<file path="src/hw/rtl/cda_pkg.sv">
// Shared types and constants for the calendar date adder.
// Used by cda_div, cda_mlen, calendar_date_adder and the dv checker and bench; depends on nothing.
package cda_pkg;

    // Command codes carried in s_tuser
    typedef enum logic [1:0] {
        CMD_SET_DATE   = 2'd0,
        CMD_ADD_DAYS   = 2'd1,
        CMD_ADD_MONTHS = 2'd2,
        CMD_ADD_YEARS  = 2'd3
    } cmd_t;

    // Field widths
    localparam int YEAR_W   = 14;
    localparam int MONTH_W  = 4;
    localparam int DAY_W    = 5;
    localparam int AMOUNT_W = 16;
    localparam int MLEN_W   = 5;

    // Divider: dividend covers (month - 1) + amount and any year value
    localparam int DIVIDEND_W = AMOUNT_W + 1;
    localparam int DIVISOR_W  = 9;

    // Reciprocals: floor(x*RECIP >> SHIFT) exact by 12 for any dividend, by 400 for any year
    localparam int RECIP_W = 16;
    localparam int PROD_W  = DIVIDEND_W + RECIP_W;

    localparam logic [RECIP_W-1:0] RECIP_12        = RECIP_W'(43691);
    localparam int                 RECIP_12_SHIFT  = 19;
    localparam logic [RECIP_W-1:0] RECIP_400       = RECIP_W'(10486);
    localparam int                 RECIP_400_SHIFT = 22;

    localparam logic [RECIP_W-1:0] MONTHS_PER_YEAR = RECIP_W'(12);
    localparam logic [RECIP_W-1:0] LEAP_CYCLE      = RECIP_W'(400);

    // Divisor select
    typedef enum logic {
        DIV_MONTHS,
        DIV_LEAP
    } div_sel_t;

    // Year residues mod 400 that are multiples of 100 but not of 400, and the last residue
    localparam logic [DIVISOR_W-1:0] CENT_1 = DIVISOR_W'(100);
    localparam logic [DIVISOR_W-1:0] CENT_2 = DIVISOR_W'(200);
    localparam logic [DIVISOR_W-1:0] CENT_3 = DIVISOR_W'(300);
    localparam logic [DIVISOR_W-1:0] LAST_RES = DIVISOR_W'(399);

    // Reset date
    localparam logic [YEAR_W-1:0]    YEAR_RESET      = YEAR_W'(2000);
    localparam logic [DIVISOR_W-1:0] YEAR_RESET_R400 = DIVISOR_W'(2000 % 400);
    localparam logic [MONTH_W-1:0]   MONTH_RESET     = MONTH_W'(1);
    localparam logic [DAY_W-1:0]     DAY_RESET       = DAY_W'(1);

    localparam logic [MONTH_W-1:0] MONTH_FIRST = MONTH_W'(1);
    localparam logic [MONTH_W-1:0] MONTH_FEB   = MONTH_W'(2);
    localparam logic [MONTH_W-1:0] MONTH_LAST  = MONTH_W'(12);

    localparam logic [MLEN_W-1:0] FEB_LEAP = MLEN_W'(29);

    // Days per month, common year, January first
    localparam logic [MLEN_W-1:0] MONTH_DAYS [12] = '{
        5'd31, 5'd28, 5'd31, 5'd30, 5'd31, 5'd30,
        5'd31, 5'd31, 5'd30, 5'd31, 5'd30, 5'd31
    };

    // Divider request and answer
    typedef struct packed {
        logic                  start;
        div_sel_t              sel;
        logic [DIVIDEND_W-1:0] dividend;
    } div_ctl_t;

    typedef struct packed {
        logic                  done;
        logic [DIVIDEND_W-1:0] quot;
        logic [DIVISOR_W-1:0]  rem;
    } div_stat_t;

endpackage

</file>
<file path="src/hw/rtl/calendar_date_adder.sv">
// Calendar date adder: holds one date, applies set / add days / add months / add years.
// Add months makes two passes of the shared constant divider (by 12, then the year residue
// by 400); set and add years make the year-residue pass only; add days walks one month at a
// time. s_tready high only while idle: a new item waits until the last result is loaded.
// Reset (aresetn low, synchronous) loads 2000-01-01 and clears the output channel.
// Depends on cda_pkg, cda_div, cda_mlen.
module calendar_date_adder #(
    parameter int YEAR_MAX = 9999
) (
    input  logic        aclk,
    input  logic        aresetn,
    input  logic        s_tvalid,
    output logic        s_tready,
    input  logic [39:0] s_tdata,  // year_value[13:0], month_value[17:14], day_value[22:18],
                                  // amount[38:23], zero[39]
    input  logic [1:0]  s_tuser,  // cmd[1:0]
    output logic        m_tvalid,
    input  logic        m_tready,
    output logic [31:0] m_tdata,  // cur_year[13:0], cur_month[17:14], cur_day[22:18],
                                  // month_length[27:23], zero[31:28]
    output logic [0:0]  m_tuser   // year_saturated[0]
);
    import cda_pkg::*;

    localparam logic [YEAR_W+3:0]    YMAX_EXT  = (YEAR_W + 4)'(YEAR_MAX);
    localparam logic [YEAR_W-1:0]    YMAX      = YEAR_W'(YEAR_MAX);
    localparam logic [DIVISOR_W-1:0] YMAX_R400 = DIVISOR_W'(YEAR_MAX % 400);

    typedef enum logic [2:0] {
        ST_IDLE,
        ST_DAYS,
        ST_MSTART,
        ST_MWAIT,
        ST_YSTART,
        ST_YWAIT,
        ST_EMIT
    } state_t;

    state_t                state_reg, state_next;
    logic [YEAR_W-1:0]     year_reg, year_next;
    logic [MONTH_W-1:0]    month_reg, month_next;
    logic [DAY_W-1:0]      day_reg, day_next;
    logic [DIVISOR_W-1:0]  r400_reg, r400_next;
    logic [DIVIDEND_W-1:0] rem_reg, rem_next;
    logic                  sat_reg, sat_next;
    logic                  m_tvalid_reg, m_tvalid_next;
    logic [31:0]           m_tdata_reg, m_tdata_next;
    logic                  m_tuser_reg, m_tuser_next;

    // Input item fields
    logic [1:0]            in_cmd;
    logic [YEAR_W-1:0]     in_year;
    logic [MONTH_W-1:0]    in_month;
    logic [DAY_W-1:0]      in_day;
    logic [AMOUNT_W-1:0]   in_amount;
    logic                  in_accept;

    // Shared year adder
    logic [YEAR_W+3:0]     yr_inc;
    logic [YEAR_W+3:0]     yr_sum;
    logic                  yr_over;

    // Day walk
    logic [MLEN_W-1:0]     mlen;
    logic [DIVIDEND_W-1:0] day_sum;
    logic [DIVIDEND_W-1:0] len_ext;

    div_ctl_t              div_ctl;
    div_stat_t             div_stat;

    assign in_cmd    = s_tuser;
    assign in_year   = s_tdata[13:0];
    assign in_month  = s_tdata[17:14];
    assign in_day    = s_tdata[22:18];
    assign in_amount = s_tdata[38:23];
    assign s_tready  = (state_reg == ST_IDLE);
    assign in_accept = s_tvalid && s_tready;

    cda_div u_div (
        .aclk    (aclk),
        .aresetn (aresetn),
        .ctl     (div_ctl),
        .stat    (div_stat)
    );

    cda_mlen u_mlen (
        .month        (month_reg),
        .year_lo      (year_reg[1:0]),
        .year_r400    (r400_reg),
        .month_length (mlen)
    );

    // Divider request: months carry by 12, year residue by 400
    always_comb begin
        div_ctl.start    = (state_reg == ST_MSTART) || (state_reg == ST_YSTART);
        div_ctl.sel      = DIV_LEAP;
        div_ctl.dividend = (DIVIDEND_W)'(year_reg);
        if (state_reg == ST_MSTART) begin
            div_ctl.sel      = DIV_MONTHS;
            div_ctl.dividend = rem_reg + (DIVIDEND_W)'(month_reg - MONTH_W'(1));
        end
    end

    // Year increment source and clamp check
    always_comb begin
        unique case (state_reg)
            ST_MWAIT: yr_inc = (YEAR_W + 4)'(div_stat.quot);
            ST_DAYS:  yr_inc = (YEAR_W + 4)'(1);
            default:  yr_inc = (YEAR_W + 4)'(in_amount);
        endcase
        yr_sum  = (YEAR_W + 4)'(year_reg) + yr_inc;
        yr_over = (yr_sum > YMAX_EXT);
    end

    always_comb begin
        day_sum = (DIVIDEND_W)'(day_reg) + rem_reg;
        len_ext = (DIVIDEND_W)'(mlen);
    end

    // Sequencer
    always_comb begin
        state_next    = state_reg;
        year_next     = year_reg;
        month_next    = month_reg;
        day_next      = day_reg;
        r400_next     = r400_reg;
        rem_next      = rem_reg;
        sat_next      = sat_reg;
        m_tvalid_next = m_tvalid_reg && !m_tready;
        m_tdata_next  = m_tdata_reg;
        m_tuser_next  = m_tuser_reg;

        unique case (state_reg)
            ST_IDLE: begin
                if (in_accept) begin
                    sat_next = 1'b0;
                    rem_next = (DIVIDEND_W)'(in_amount);
                    unique case (cmd_t'(in_cmd))
                        CMD_SET_DATE: begin
                            if ((YEAR_W + 4)'(in_year) > YMAX_EXT) begin
                                year_next = YMAX;
                                sat_next  = 1'b1;
                            end else begin
                                year_next = in_year;
                            end
                            if (in_month < MONTH_FIRST) begin
                                month_next = MONTH_FIRST;
                            end else if (in_month > MONTH_LAST) begin
                                month_next = MONTH_LAST;
                            end else begin
                                month_next = in_month;
                            end
                            day_next   = in_day;
                            state_next = ST_YSTART;
                        end
                        CMD_ADD_DAYS: begin
                            state_next = ST_DAYS;
                        end
                        CMD_ADD_MONTHS: begin
                            state_next = ST_MSTART;
                        end
                        CMD_ADD_YEARS: begin
                            if (yr_over) begin
                                year_next = YMAX;
                                sat_next  = 1'b1;
                            end else begin
                                year_next = yr_sum[YEAR_W-1:0];
                            end
                            state_next = ST_YSTART;
                        end
                    endcase
                end
            end
            // One month per cycle until the remaining days fit
            ST_DAYS: begin
                if (day_sum <= len_ext) begin
                    day_next   = day_sum[DAY_W-1:0];
                    state_next = ST_EMIT;
                end else begin
                    rem_next = day_sum - len_ext - (DIVIDEND_W)'(1);
                    day_next = DAY_RESET;
                    if (month_reg == MONTH_LAST) begin
                        month_next = MONTH_FIRST;
                        if (yr_over) begin
                            year_next = YMAX;
                            r400_next = YMAX_R400;
                            sat_next  = 1'b1;
                        end else begin
                            year_next = yr_sum[YEAR_W-1:0];
                            r400_next = (r400_reg == LAST_RES) ? '0
                                                               : r400_reg + DIVISOR_W'(1);
                        end
                    end else begin
                        month_next = month_reg + MONTH_W'(1);
                    end
                end
            end
            ST_MSTART: begin
                state_next = ST_MWAIT;
            end
            // Quotient carries into the year, remainder plus one is the new month
            ST_MWAIT: begin
                if (div_stat.done) begin
                    month_next = MONTH_W'(div_stat.rem) + MONTH_W'(1);
                    if (yr_over) begin
                        year_next = YMAX;
                        sat_next  = 1'b1;
                    end else begin
                        year_next = yr_sum[YEAR_W-1:0];
                    end
                    state_next = ST_YSTART;
                end
            end
            ST_YSTART: begin
                state_next = ST_YWAIT;
            end
            ST_YWAIT: begin
                if (div_stat.done) begin
                    r400_next  = div_stat.rem;
                    state_next = ST_EMIT;
                end
            end
            // Load the output register once it is free
            ST_EMIT: begin
                if (!m_tvalid_reg || m_tready) begin
                    m_tvalid_next = 1'b1;
                    m_tdata_next  = {4'b0, mlen, day_reg, month_reg, year_reg};
                    m_tuser_next  = sat_reg;
                    state_next    = ST_IDLE;
                end
            end
            default: begin
                state_next = ST_IDLE;
            end
        endcase
    end

    always_ff @(posedge aclk) begin
        if (!aresetn) begin
            state_reg    <= ST_IDLE;
            year_reg     <= YEAR_RESET;
            month_reg    <= MONTH_RESET;
            day_reg      <= DAY_RESET;
            r400_reg     <= YEAR_RESET_R400;
            sat_reg      <= 1'b0;
            m_tvalid_reg <= 1'b0;
        end else begin
            state_reg    <= state_next;
            year_reg     <= year_next;
            month_reg    <= month_next;
            day_reg      <= day_next;
            r400_reg     <= r400_next;
            sat_reg      <= sat_next;
            m_tvalid_reg <= m_tvalid_next;
        end
        rem_reg     <= rem_next;
        m_tdata_reg <= m_tdata_next;
        m_tuser_reg <= m_tuser_next;
    end

    assign m_tvalid = m_tvalid_reg;
    assign m_tdata  = m_tdata_reg;
    assign m_tuser  = m_tuser_reg;

endmodule

</file>
<file path="src/hw/rtl/cda_div.sv">
// Shared divider by 12 or 400: reciprocal multiply for the quotient, then the remainder.
// One multiplier serves both passes; depends on cda_pkg (div_ctl_t, div_stat_t, constants).
module cda_div (
    input  logic               aclk,
    input  logic               aresetn,
    input  cda_pkg::div_ctl_t  ctl,
    output cda_pkg::div_stat_t stat
);
    import cda_pkg::*;

    typedef enum logic [1:0] {
        PH_IDLE,
        PH_QUOT,
        PH_REM
    } phase_t;

    phase_t                phase_reg, phase_next;
    logic                  done_reg, done_next;
    div_sel_t              sel_reg, sel_next;
    logic [DIVIDEND_W-1:0] num_reg, num_next;
    logic [DIVIDEND_W-1:0] quot_reg, quot_next;
    logic [DIVISOR_W-1:0]  rem_reg, rem_next;
    logic [DIVIDEND_W-1:0] mul_a;
    logic [RECIP_W-1:0]    mul_b;
    logic [PROD_W-1:0]     prod;
    logic [DIVIDEND_W-1:0] diff;

    // Shared multiplier: reciprocal in the quotient pass, divisor in the remainder pass
    always_comb begin
        if (phase_reg == PH_REM) begin
            mul_a = quot_reg;
            mul_b = (sel_reg == DIV_MONTHS) ? MONTHS_PER_YEAR : LEAP_CYCLE;
        end else begin
            mul_a = num_reg;
            mul_b = (sel_reg == DIV_MONTHS) ? RECIP_12 : RECIP_400;
        end
        prod = PROD_W'(mul_a) * PROD_W'(mul_b);
        diff = num_reg - prod[DIVIDEND_W-1:0];
    end

    // Capture, quotient pass, remainder pass
    always_comb begin
        phase_next = phase_reg;
        done_next  = 1'b0;
        sel_next   = sel_reg;
        num_next   = num_reg;
        quot_next  = quot_reg;
        rem_next   = rem_reg;
        unique case (phase_reg)
            PH_IDLE: begin
                if (ctl.start) begin
                    sel_next   = ctl.sel;
                    num_next   = ctl.dividend;
                    phase_next = PH_QUOT;
                end
            end
            PH_QUOT: begin
                if (sel_reg == DIV_MONTHS) begin
                    quot_next = DIVIDEND_W'(prod >> RECIP_12_SHIFT);
                end else begin
                    quot_next = DIVIDEND_W'(prod >> RECIP_400_SHIFT);
                end
                phase_next = PH_REM;
            end
            PH_REM: begin
                rem_next   = diff[DIVISOR_W-1:0];
                done_next  = 1'b1;
                phase_next = PH_IDLE;
            end
            default: begin
                phase_next = PH_IDLE;
            end
        endcase
    end

    always_ff @(posedge aclk) begin
        if (!aresetn) begin
            phase_reg <= PH_IDLE;
            done_reg  <= 1'b0;
        end else begin
            phase_reg <= phase_next;
            done_reg  <= done_next;
        end
        sel_reg  <= sel_next;
        num_reg  <= num_next;
        quot_reg <= quot_next;
        rem_reg  <= rem_next;
    end

    assign stat.done = done_reg;
    assign stat.quot = quot_reg;
    assign stat.rem  = rem_reg;

endmodule

</file>
<file path="src/hw/rtl/cda_mlen.sv">
// Month length lookup with the Gregorian leap rule.
// Depends on cda_pkg (MONTH_DAYS table, residue constants).
module cda_mlen (
    input  logic [cda_pkg::MONTH_W-1:0]   month,
    input  logic [1:0]                    year_lo,
    input  logic [cda_pkg::DIVISOR_W-1:0] year_r400,
    output logic [cda_pkg::MLEN_W-1:0]    month_length
);
    import cda_pkg::*;

    logic       leap;
    logic [3:0] idx;

    // Leap: divisible by 4, and not a century unless divisible by 400
    always_comb begin
        leap = (year_lo == 2'b00) &&
               !((year_r400 == CENT_1) || (year_r400 == CENT_2) || (year_r400 == CENT_3));
    end

    // Out-of-range months read as January
    always_comb begin
        if (month >= MONTH_FIRST && month <= MONTH_LAST) begin
            idx = month - MONTH_W'(1);
        end else begin
            idx = '0;
        end
        if (month == MONTH_FEB && leap) begin
            month_length = FEB_LEAP;
        end else begin
            month_length = MONTH_DAYS[idx];
        end
    end

endmodule

</file>
<file path="config.mk">
export PLATFORM = sky130hd
export DESIGN_NAME = calendar_date_adder
export DESIGN_NICKNAME = d
export VERILOG_FILES = /design/src/hw/rtl/cda_pkg.sv /design/src/hw/rtl/calendar_date_adder.sv /design/src/hw/rtl/cda_div.sv /design/src/hw/rtl/cda_mlen.sv
export SDC_FILE = /design/constraint.sdc
export NUM_CORES = 1
export LEC_CHECK = 0
export BUFFER_PORTS_ARGS = -buffer_cell sky130_fd_sc_hd__buf_2
export CORE_MARGIN = 2
export CORE_UTILIZATION = 45
export CTS_CLUSTER_DIAMETER = 100
export DETAILED_ROUTE_END_ITERATION = 6
export PLACE_DENSITY = 0.65
export SLEW_MARGIN = 20
export SYNTH_ARGS = -nofsm -noshare
export SYNTH_HDL_FRONTEND = slang
export SYNTH_HIERARCHICAL = 1
export SYNTH_SLANG_ARGS = --single-unit
</file>
<file path="constraint.sdc">
create_clock -name aclk -period 8.84 [get_ports aclk]
set_clock_uncertainty 0.05 [all_clocks]
set_input_delay 0.442 -clock aclk [delete_from_list [all_inputs] [get_ports aclk]]
set_output_delay 0.442 -clock aclk [all_outputs]
set_load 0.01 [all_outputs]
</file>
==> flow_summary.rst, run 1 <==
.. list-table::
   :header-rows: 1

   * - Metric
     - Value
   * - Layout cell share with drive strength beyond 1
     - 8.75%
   * - Element type at the critical path end
     - flop
   * - Routed WL per cell
     - 18.9 um
   * - Post-synthesis sequential element count
     - 127
   * - Count of nets left with antenna violations after detail routing
     - 0
   * - Peak Freq
     - 128 MHz
   * - Clock network latency to the later pin of the worst-skew pair
     - 0.43 ns
   * - Largest fanout on the critical path
     - 28
   * - Setup repair after global routing missed its margin
     - no
   * - FP Rows
     - 70
   * - Post-CTS resize count
     - 0
   * - Initial standard-cell utilization of the core
     - 45.9%
   * - Pin slew with the least headroom to its limit
     - 0.859 ns
   * - Flop-to-flop setup slack
     - 1.02 ns
   * - Global-route wire length before repair
     - 73900 um
   * - Number of flip-flops under the largest register name
     - 28
   * - Multi-input gate area in the final layout
     - 12000 um^2
   * - Number of enable flip-flop cells after synthesis
     - 87
   * - Most frequent standard cell in the layout excluding fill and tap cells
     - inv_1
   * - Sequential element share of the synthesized area
     - 20.2%
   * - Maximum cell stage delay along the critical path
     - 0.67 ns
   * - CP startpoint kind
     - flop
   * - Arrival time reported for the critical path endpoint
     - 7.98 ns
   * - DR vias
     - 13.8k
   * - Final min period
     - 7.82 ns
   * - Relative max-transition margin
     - 42.7%
   * - Syn avg cell area
     - 8.84 um^2
   * - Top cell family by delay on the critical path
     - adder cells
   * - Crit Reg-Reg Startpoint
     - u_div/phase_reg[1]$_SDFFE_PN0P_
   * - Netlist Area Pre-Place
     - 16900 um^2
   * - Global-route usage over all layers
     - 24.5%
   * - FF-to-FF path depth
     - 23
   * - Status
     - finished clean
   * - Clock root buffer
     - clkbuf_16
   * - Post-CTS setup buffer count
     - 0
   * - Max-Cap Viols
     - 0
   * - Number of buffers inserted during clock tree synthesis
     - 17
   * - Buffers from clock root to sink, at most
     - 2
   * - Number of distinct standard cells referenced by the synthesized netlist
     - 107
   * - Most frequent cells in the layout
     - inv_1, ha_1, nand2_1, fa_1, nor2_1
   * - Worst hold path cell count
     - 3
   * - Fraction of the cycle the final worst path needs
     - 88.5%
   * - I/O Buffers
     - 75
   * - Number of optimization iterations in the first detailed-route pass
     - 6
   * - Count of H-tree levels built during CTS
     - 4
   * - Layout overhead on the synthesized area
     - 7.72%
   * - Routed vias/inst
     - 5.66
   * - Die height
     - 198 um
   * - Chip width
     - 198 um
   * - Critical-path cell list
     - nor2b_2 > inv_1 > ha_1 > and2_1 > inv_1 > fa_1 > inv_1 > ha_1 > fa_1 > fa_1 > fa_1 > inv_1 > fa_1 > inv_1 > ha_1 > a21oi_2 > o21ai_1 > a21oi_1 > a31oi_1 > a311o_1 > xor2_1 > nand2_1 > o21ai_1
   * - Number of warnings issued by yosys
     - 6
   * - Half-perimeter wire length after placement
     - 37600 um
   * - Count of pins over their slew limit
     - 0
   * - Total Wirelength
     - 45900 um
   * - TNS Setup
     - 0 ns
   * - WP data required
     - 9.00 ns
   * - Clock transition at the registers of the reported paths
     - 0.06 ns
   * - Count of final hold-check violations
     - 0
   * - Number of antenna cells inserted
     - 0
   * - Total congestion overflow
     - 0
   * - Reg2Reg Capture Point
     - u_div/quot_reg[5]$_DFFE_PN_
   * - Remaining design rule violation count
     - 0
   * - Crit path launch
     - u_div/phase_reg[1]$_SDFFE_PN0P_
   * - Worst Hold Path EP
     - rem_reg[0]$_DFFE_PP_
   * - Dominant synthesized flop cell
     - edfxtp_1
   * - Die area
     - 39100 um^2
   * - Count of mapped cells out of synthesis
     - 1909
   * - Number of failing setup endpoints in the final timing report
     - 0
   * - Pin count of the biggest net entering global routing
     - 41
   * - Number of fill cells in the layout
     - 3547
   * - Kind of critical path
     - reg -> reg
   * - Startpoint of the tightest hold check path
     - s_tdata[23]
   * - Drt initial violations
     - 1147
   * - Count of buffer and inverter cells on the critical path
     - 5
   * - Slowest CP cell
     - ha_1
   * - Final layout net count
     - 2358
   * - Clock Sink Count
     - 127
   * - TritonCTS clock tree
     - done
   * - IO Pins
     - 81
   * - Fraction of synthesis flops using an asynchronous set or reset pin
     - 0%
   * - Number of global-route vias before repair
     - 13.9k
   * - Flip-flop and latch area
     - 3410 um^2
   * - Hold buffer count at cts
     - 0
   * - Area of the core region
     - 36800 um^2
   * - Classification of the worst-slack hold path
     - in -> reg
   * - Antenna violations before repair
     - 0
   * - Routability Congestion
     - 0.934
[synthesized netlist by cell type, types with 34 or more instances]
| master | count | area, um^2 |
|---|---|---|
| a21o_1 | 34 | 255 |
| o21ai_0 | 67 | 335 |
| a21oi_1 | 93 | 465 |
| nand2_1 | 206 | 773 |
| ha_1 | 210 | 2630 |
| xnor2_1 | 62 | 543 |
| clkbuf_1 | 42 | 158 |
| edfxtp_1 | 87 | 2610 |
| nand3_1 | 44 | 220 |
| and2_1 | 34 | 213 |
| fa_1 | 149 | 2980 |
| inv_1 | 300 | 1130 |
| nor2_1 | 100 | 375 |
| dfxtp_1 | 40 | 801 |
[per-stage QoR]
stage / cells / setup WS [ns] / hold WS [ns] / cell area [um^2] / util, %
4_1_cts: 2434 / 1.04 / 0.261 / 18200 / 49.4
5_1_grt: 2434 / 0.443 / 0.275 / 18200 / 49.4
2_1_floorplan: 1918 / 1.83 / 0.358 / 16900 / -
3_5_place_dp: 2402 / 1.09 / 0.370 / 17600 / 47.8
6_report: 2434 / 1.02 / 0.278 / 18200 / 49.4
3_3_place_gp: 2402 / 1.10 / 0.372 / 17600 / 47.8
[layer usage]
metal,up-vias,global-route usage (%),wire (um)
met2,438,40.3,21200
met1,6723,33.9,20800
met4,0,7.38,1170
met3,53,2.97,2730
met5,-,0,0
li1,6557,-,-
[kinds of logic after synthesis]
family / count (synthesis) / synth area share (%)
multiplexers: 16 / 0.964
buffers and inverters: 376 / 9.11
other: 4 / 0.0889
adder cells (fa/ha/maj): 359 / 33.2
AO/OA/AOI/OAI: 378 / 15.0
flip-flops: 127 / 20.2
XOR/XNOR: 95 / 4.93
AND/OR/NAND/NOR: 554 / 16.4
[area by class of cell]
| type | instances | area share, % |
|---|---|---|
| clock inverter | 14 | 0.860 |
| tap | 468 | 3.22 |
| inverter | 303 | 6.26 |
| sequential | 127 | 18.8 |
| timing repair buffer | 89 | 2.64 |
| multi-input combinational | 1415 | 65.8 |
| clock buffer | 18 | 2.42 |
[worst register-to-register path, delay by kind of cell, from the launching register on]
family | cells | cell delay [ns]
fa+ha+maj | 8 | 4.03
compound gates | 6 | 1.35
buf+inv | 5 | 0.83
simple gates | 3 | 0.70
flops | 1 | 0.33
xor+xnor | 1 | 0.29
[worst max-delay path by stage]
| stage | end | cells past startpoint | slack [ns] |
|---|---|---|---|
| final | u_div/quot_reg[5]$_DFFE_PN_ | 23 | 1.02 |
| after global routing | u_div/quot_reg[13]$_SDFFCE_PP0N_ | 23 | 0.44 |
| after CTS | u_div/quot_reg[13]$_SDFFCE_PP0N_ | 23 | 1.04 |
| after detailed placement | u_div/quot_reg[11]$_SDFFCE_PP0N_ | 24 | 1.09 |
| after global placement | u_div/quot_reg[11]$_SDFFCE_PP0N_ | 24 | 1.10 |
| after floorplan | u_div/quot_reg[9]$_DFFE_PN_ | 27 | 1.83 |
Power of run 1 is not shown: default switching activity piles up to over one toggle a cycle in this logic, so the estimate is an artifact.
==> run 2: changes to the inputs <==
--- a/config.mk
+++ b/config.mk
@@ -10,7 +10,7 @@
 export CORE_UTILIZATION = 45
 export CTS_CLUSTER_DIAMETER = 100
 export DETAILED_ROUTE_END_ITERATION = 6
-export PLACE_DENSITY = 0.65
+export PLACE_DENSITY = 0.68
 export SLEW_MARGIN = 20
 export SYNTH_ARGS = -nofsm -noshare
 export SYNTH_HDL_FRONTEND = slang
==> constraint.sdc (replaced) <==
create_clock -name aclk -period 6.8 [get_ports aclk]
set_clock_uncertainty 0.05 [all_clocks]
set_input_delay 0.34 -clock aclk [delete_from_list [all_inputs] [get_ports aclk]]
set_output_delay 0.34 -clock aclk [all_outputs]
set_load 0.01 [all_outputs]
==> flow_summary.rst, run 2 (synthesis gave the netlist of run 1 again) <==
.. list-table::
   :header-rows: 1

   * - Metric
     - Value
   * - Buffers from clock root to sink, at most
     - 2
   * - Number of global-route vias before repair
     - 14.2k
   * - IO Pins
     - 81
   * - Total Wirelength
     - 48200 um
   * - Half-perimeter wire length after placement
     - 39100 um
   * - Maximum cell stage delay along the critical path
     - 0.55 ns
   * - Met1 track demand over resource
     - 34.0%
   * - Initial standard-cell utilization of the core
     - 45.9%
   * - FP Rows
     - 70
   * - Global-route track usage on met3
     - 4.23%
   * - Count of final hold-check violations
     - 0
   * - Most frequent standard cell in the layout excluding fill and tap cells
     - inv_1
   * - Number of fill cells in the layout
     - 3358
   * - Slowest CP cell
     - fa_1
   * - Clock root buffer
     - clkbuf_16
   * - TNS Setup
     - 0 ns
   * - Routing layer with the top usage in global route
     - met2
   * - Kind of critical path
     - reg -> reg
   * - Largest fanout on the critical path
     - 9
   * - Startpoint of the tightest hold check path
     - m_tready
   * - Number of failing setup endpoints in the final timing report
     - 0
   * - Die area
     - 39100 um^2
   * - Reg2Reg Capture Point
     - u_div/quot_reg[9]$_DFFE_PN_
   * - Area of the core region
     - 36800 um^2
   * - Post-route cell area
     - 20000 um^2
   * - Antenna violations before repair
     - 0
   * - Met2 Track Usage GR
     - 40.2%
   * - Count of H-tree levels built during CTS
     - 4
   * - Number of optimization iterations in the first detailed-route pass
     - 7
   * - Routed WL per cell
     - 18.7 um
   * - Layout cell share with drive strength beyond 1
     - 20.1%
   * - TritonCTS clock tree
     - done
   * - Routed vias/inst
     - 5.59
   * - FF-to-FF path depth
     - 26
   * - Status
     - finished clean
   * - Pin count of the biggest net entering global routing
     - 41
   * - Total congestion overflow
     - 0
   * - Arrival time reported for the critical path endpoint
     - 6.80 ns
   * - Global-route wire length before repair
     - 75300 um
   * - End of the critical path
     - u_div/quot_reg[9]$_DFFE_PN_
   * - Most frequent cells in the layout
     - inv_1, nand2_1, ha_1, fa_1, buf_4
   * - Least setup slack across all paths after layout
     - 0.128 ns
   * - Placement-stage cell area
     - 18600 um^2
   * - Chip width
     - 198 um
   * - CP startpoint kind
     - flop
   * - Count of nets left with antenna violations after detail routing
     - 0
   * - Max-Cap Viols
     - 0
   * - Multi-input gate area in the final layout
     - 12500 um^2
   * - Flop-to-flop setup slack
     - 0.13 ns
   * - Crit path launch
     - u_div/phase_reg[1]$_SDFFE_PN0P_
   * - Number of buffers inserted during clock tree synthesis
     - 17
   * - Final layout net count
     - 2500
   * - Critical path's most frequent cell
     - fa_1
   * - Final min period
     - 6.67 ns
   * - Clock Sink Count
     - 127
   * - Element type at the critical path end
     - flop
   * - Number of antenna cells inserted
     - 0
   * - Count of pins over their slew limit
     - 0
   * - Flip-flop and latch area
     - 3410 um^2
   * - Drt initial violations
     - 1191
   * - Clock transition at the registers of the reported paths
     - 0.06 ns
   * - Crit Reg-Reg Startpoint
     - u_div/phase_reg[1]$_SDFFE_PN0P_
   * - WP data required
     - 6.93 ns
   * - Number of flip-flops under the largest register name
     - 28
   * - Peak Freq
     - 150 MHz
   * - Pin slew with the least headroom to its limit
     - 0.983 ns
   * - Layout overhead on the synthesized area
     - 18.5%
   * - Clock network latency to the later pin of the worst-skew pair
     - 0.44 ns
   * - Die height
     - 198 um
   * - Classification of the worst-slack hold path
     - in -> reg
   * - Routability Congestion
     - 0.968
   * - Relative max-transition margin
     - 34.3%
   * - Fraction of the cycle the final worst path needs
     - 98.1%
   * - I/O Buffers
     - 75
   * - Global-route usage over all layers
     - 25.0%
   * - Placement-stage worst setup slack
     - -0.147 ns
   * - DR vias
     - 14.4k
   * - Post-Route Hold Slack
     - 0.196 ns
   * - Remaining design rule violation count
     - 0
[run 2: cell types whose count changed in the layout (fill, tap and decap cells not counted), sizes merged]
cell	delta
buf	+139
inv	-2
clkinvlp	-3
clkbuf	+2
bufinv	+3
clkinv	+3
[run 2: worst min path at each step]
stage,endpoint,cells past startpoint
6_report,m_tvalid$_SDFF_PN0_,3
5_1_grt,rem_reg[0]$_DFFE_PP_,3
4_1_cts,rem_reg[0]$_DFFE_PP_,3
3_5_place_dp,m_tuser$_DFFE_PP_,0
3_3_place_gp,m_tuser$_DFFE_PP_,0
2_1_floorplan,m_tuser$_DFFE_PP_,0
[run 2: layout make-up]
class                      instances  area share (%)
multi-input combinational       1415            62.7
tap                              468            2.93
timing repair inverter             1          0.0313
timing repair buffer             230            8.29
inverter                         303            5.75
sequential                       127            17.1
clock inverter                    14            1.08
clock buffer                      18            2.15
[run 2: through the flow]
| step | utilization (%) | cells |
|---|---|---|
| final | 54.4 | 2576 |
| after detailed placement | 50.4 | 2526 |
| after floorplan | - | 1918 |
| after global placement | 50.4 | 2526 |
| after global routing | 54.4 | 2576 |
| after CTS | 52.2 | 2558 |
[run 2: worst max-delay path, delay by kind of cell (launching register included)]
kind | cells | cell delay, ns
AO/OA/AOI/OAI | 4 | 0.90
multiplexers | 1 | 0.29
XOR/XNOR | 1 | 0.09
flip-flops | 1 | 0.33
adder cells (fa/ha/maj) | 8 | 3.25
buffers and inverters | 8 | 0.71
AND/OR/NAND/NOR | 4 | 0.79
[run 2: repair_timing]
action | in CTS | in global routing
hold buffers | 0 | 0
buffers inserted | 0 | 16
pin swaps | 2 | 74
gates cloned | 0 | 3
gates resized for setup | 4 | 146
endpoints found under the setup margin | 6 | 14
[run 2: routing by layer]
layer	part of all wire, %	wire length [um]	vias to the layer above
met5	0	0	-
met4	3.3	1590	0
li1	-	-	6839
met1	44	21400	6994
met2	46	22000	489
met3	6.6	3160	82
Power of run 2 is left out for the same reason.
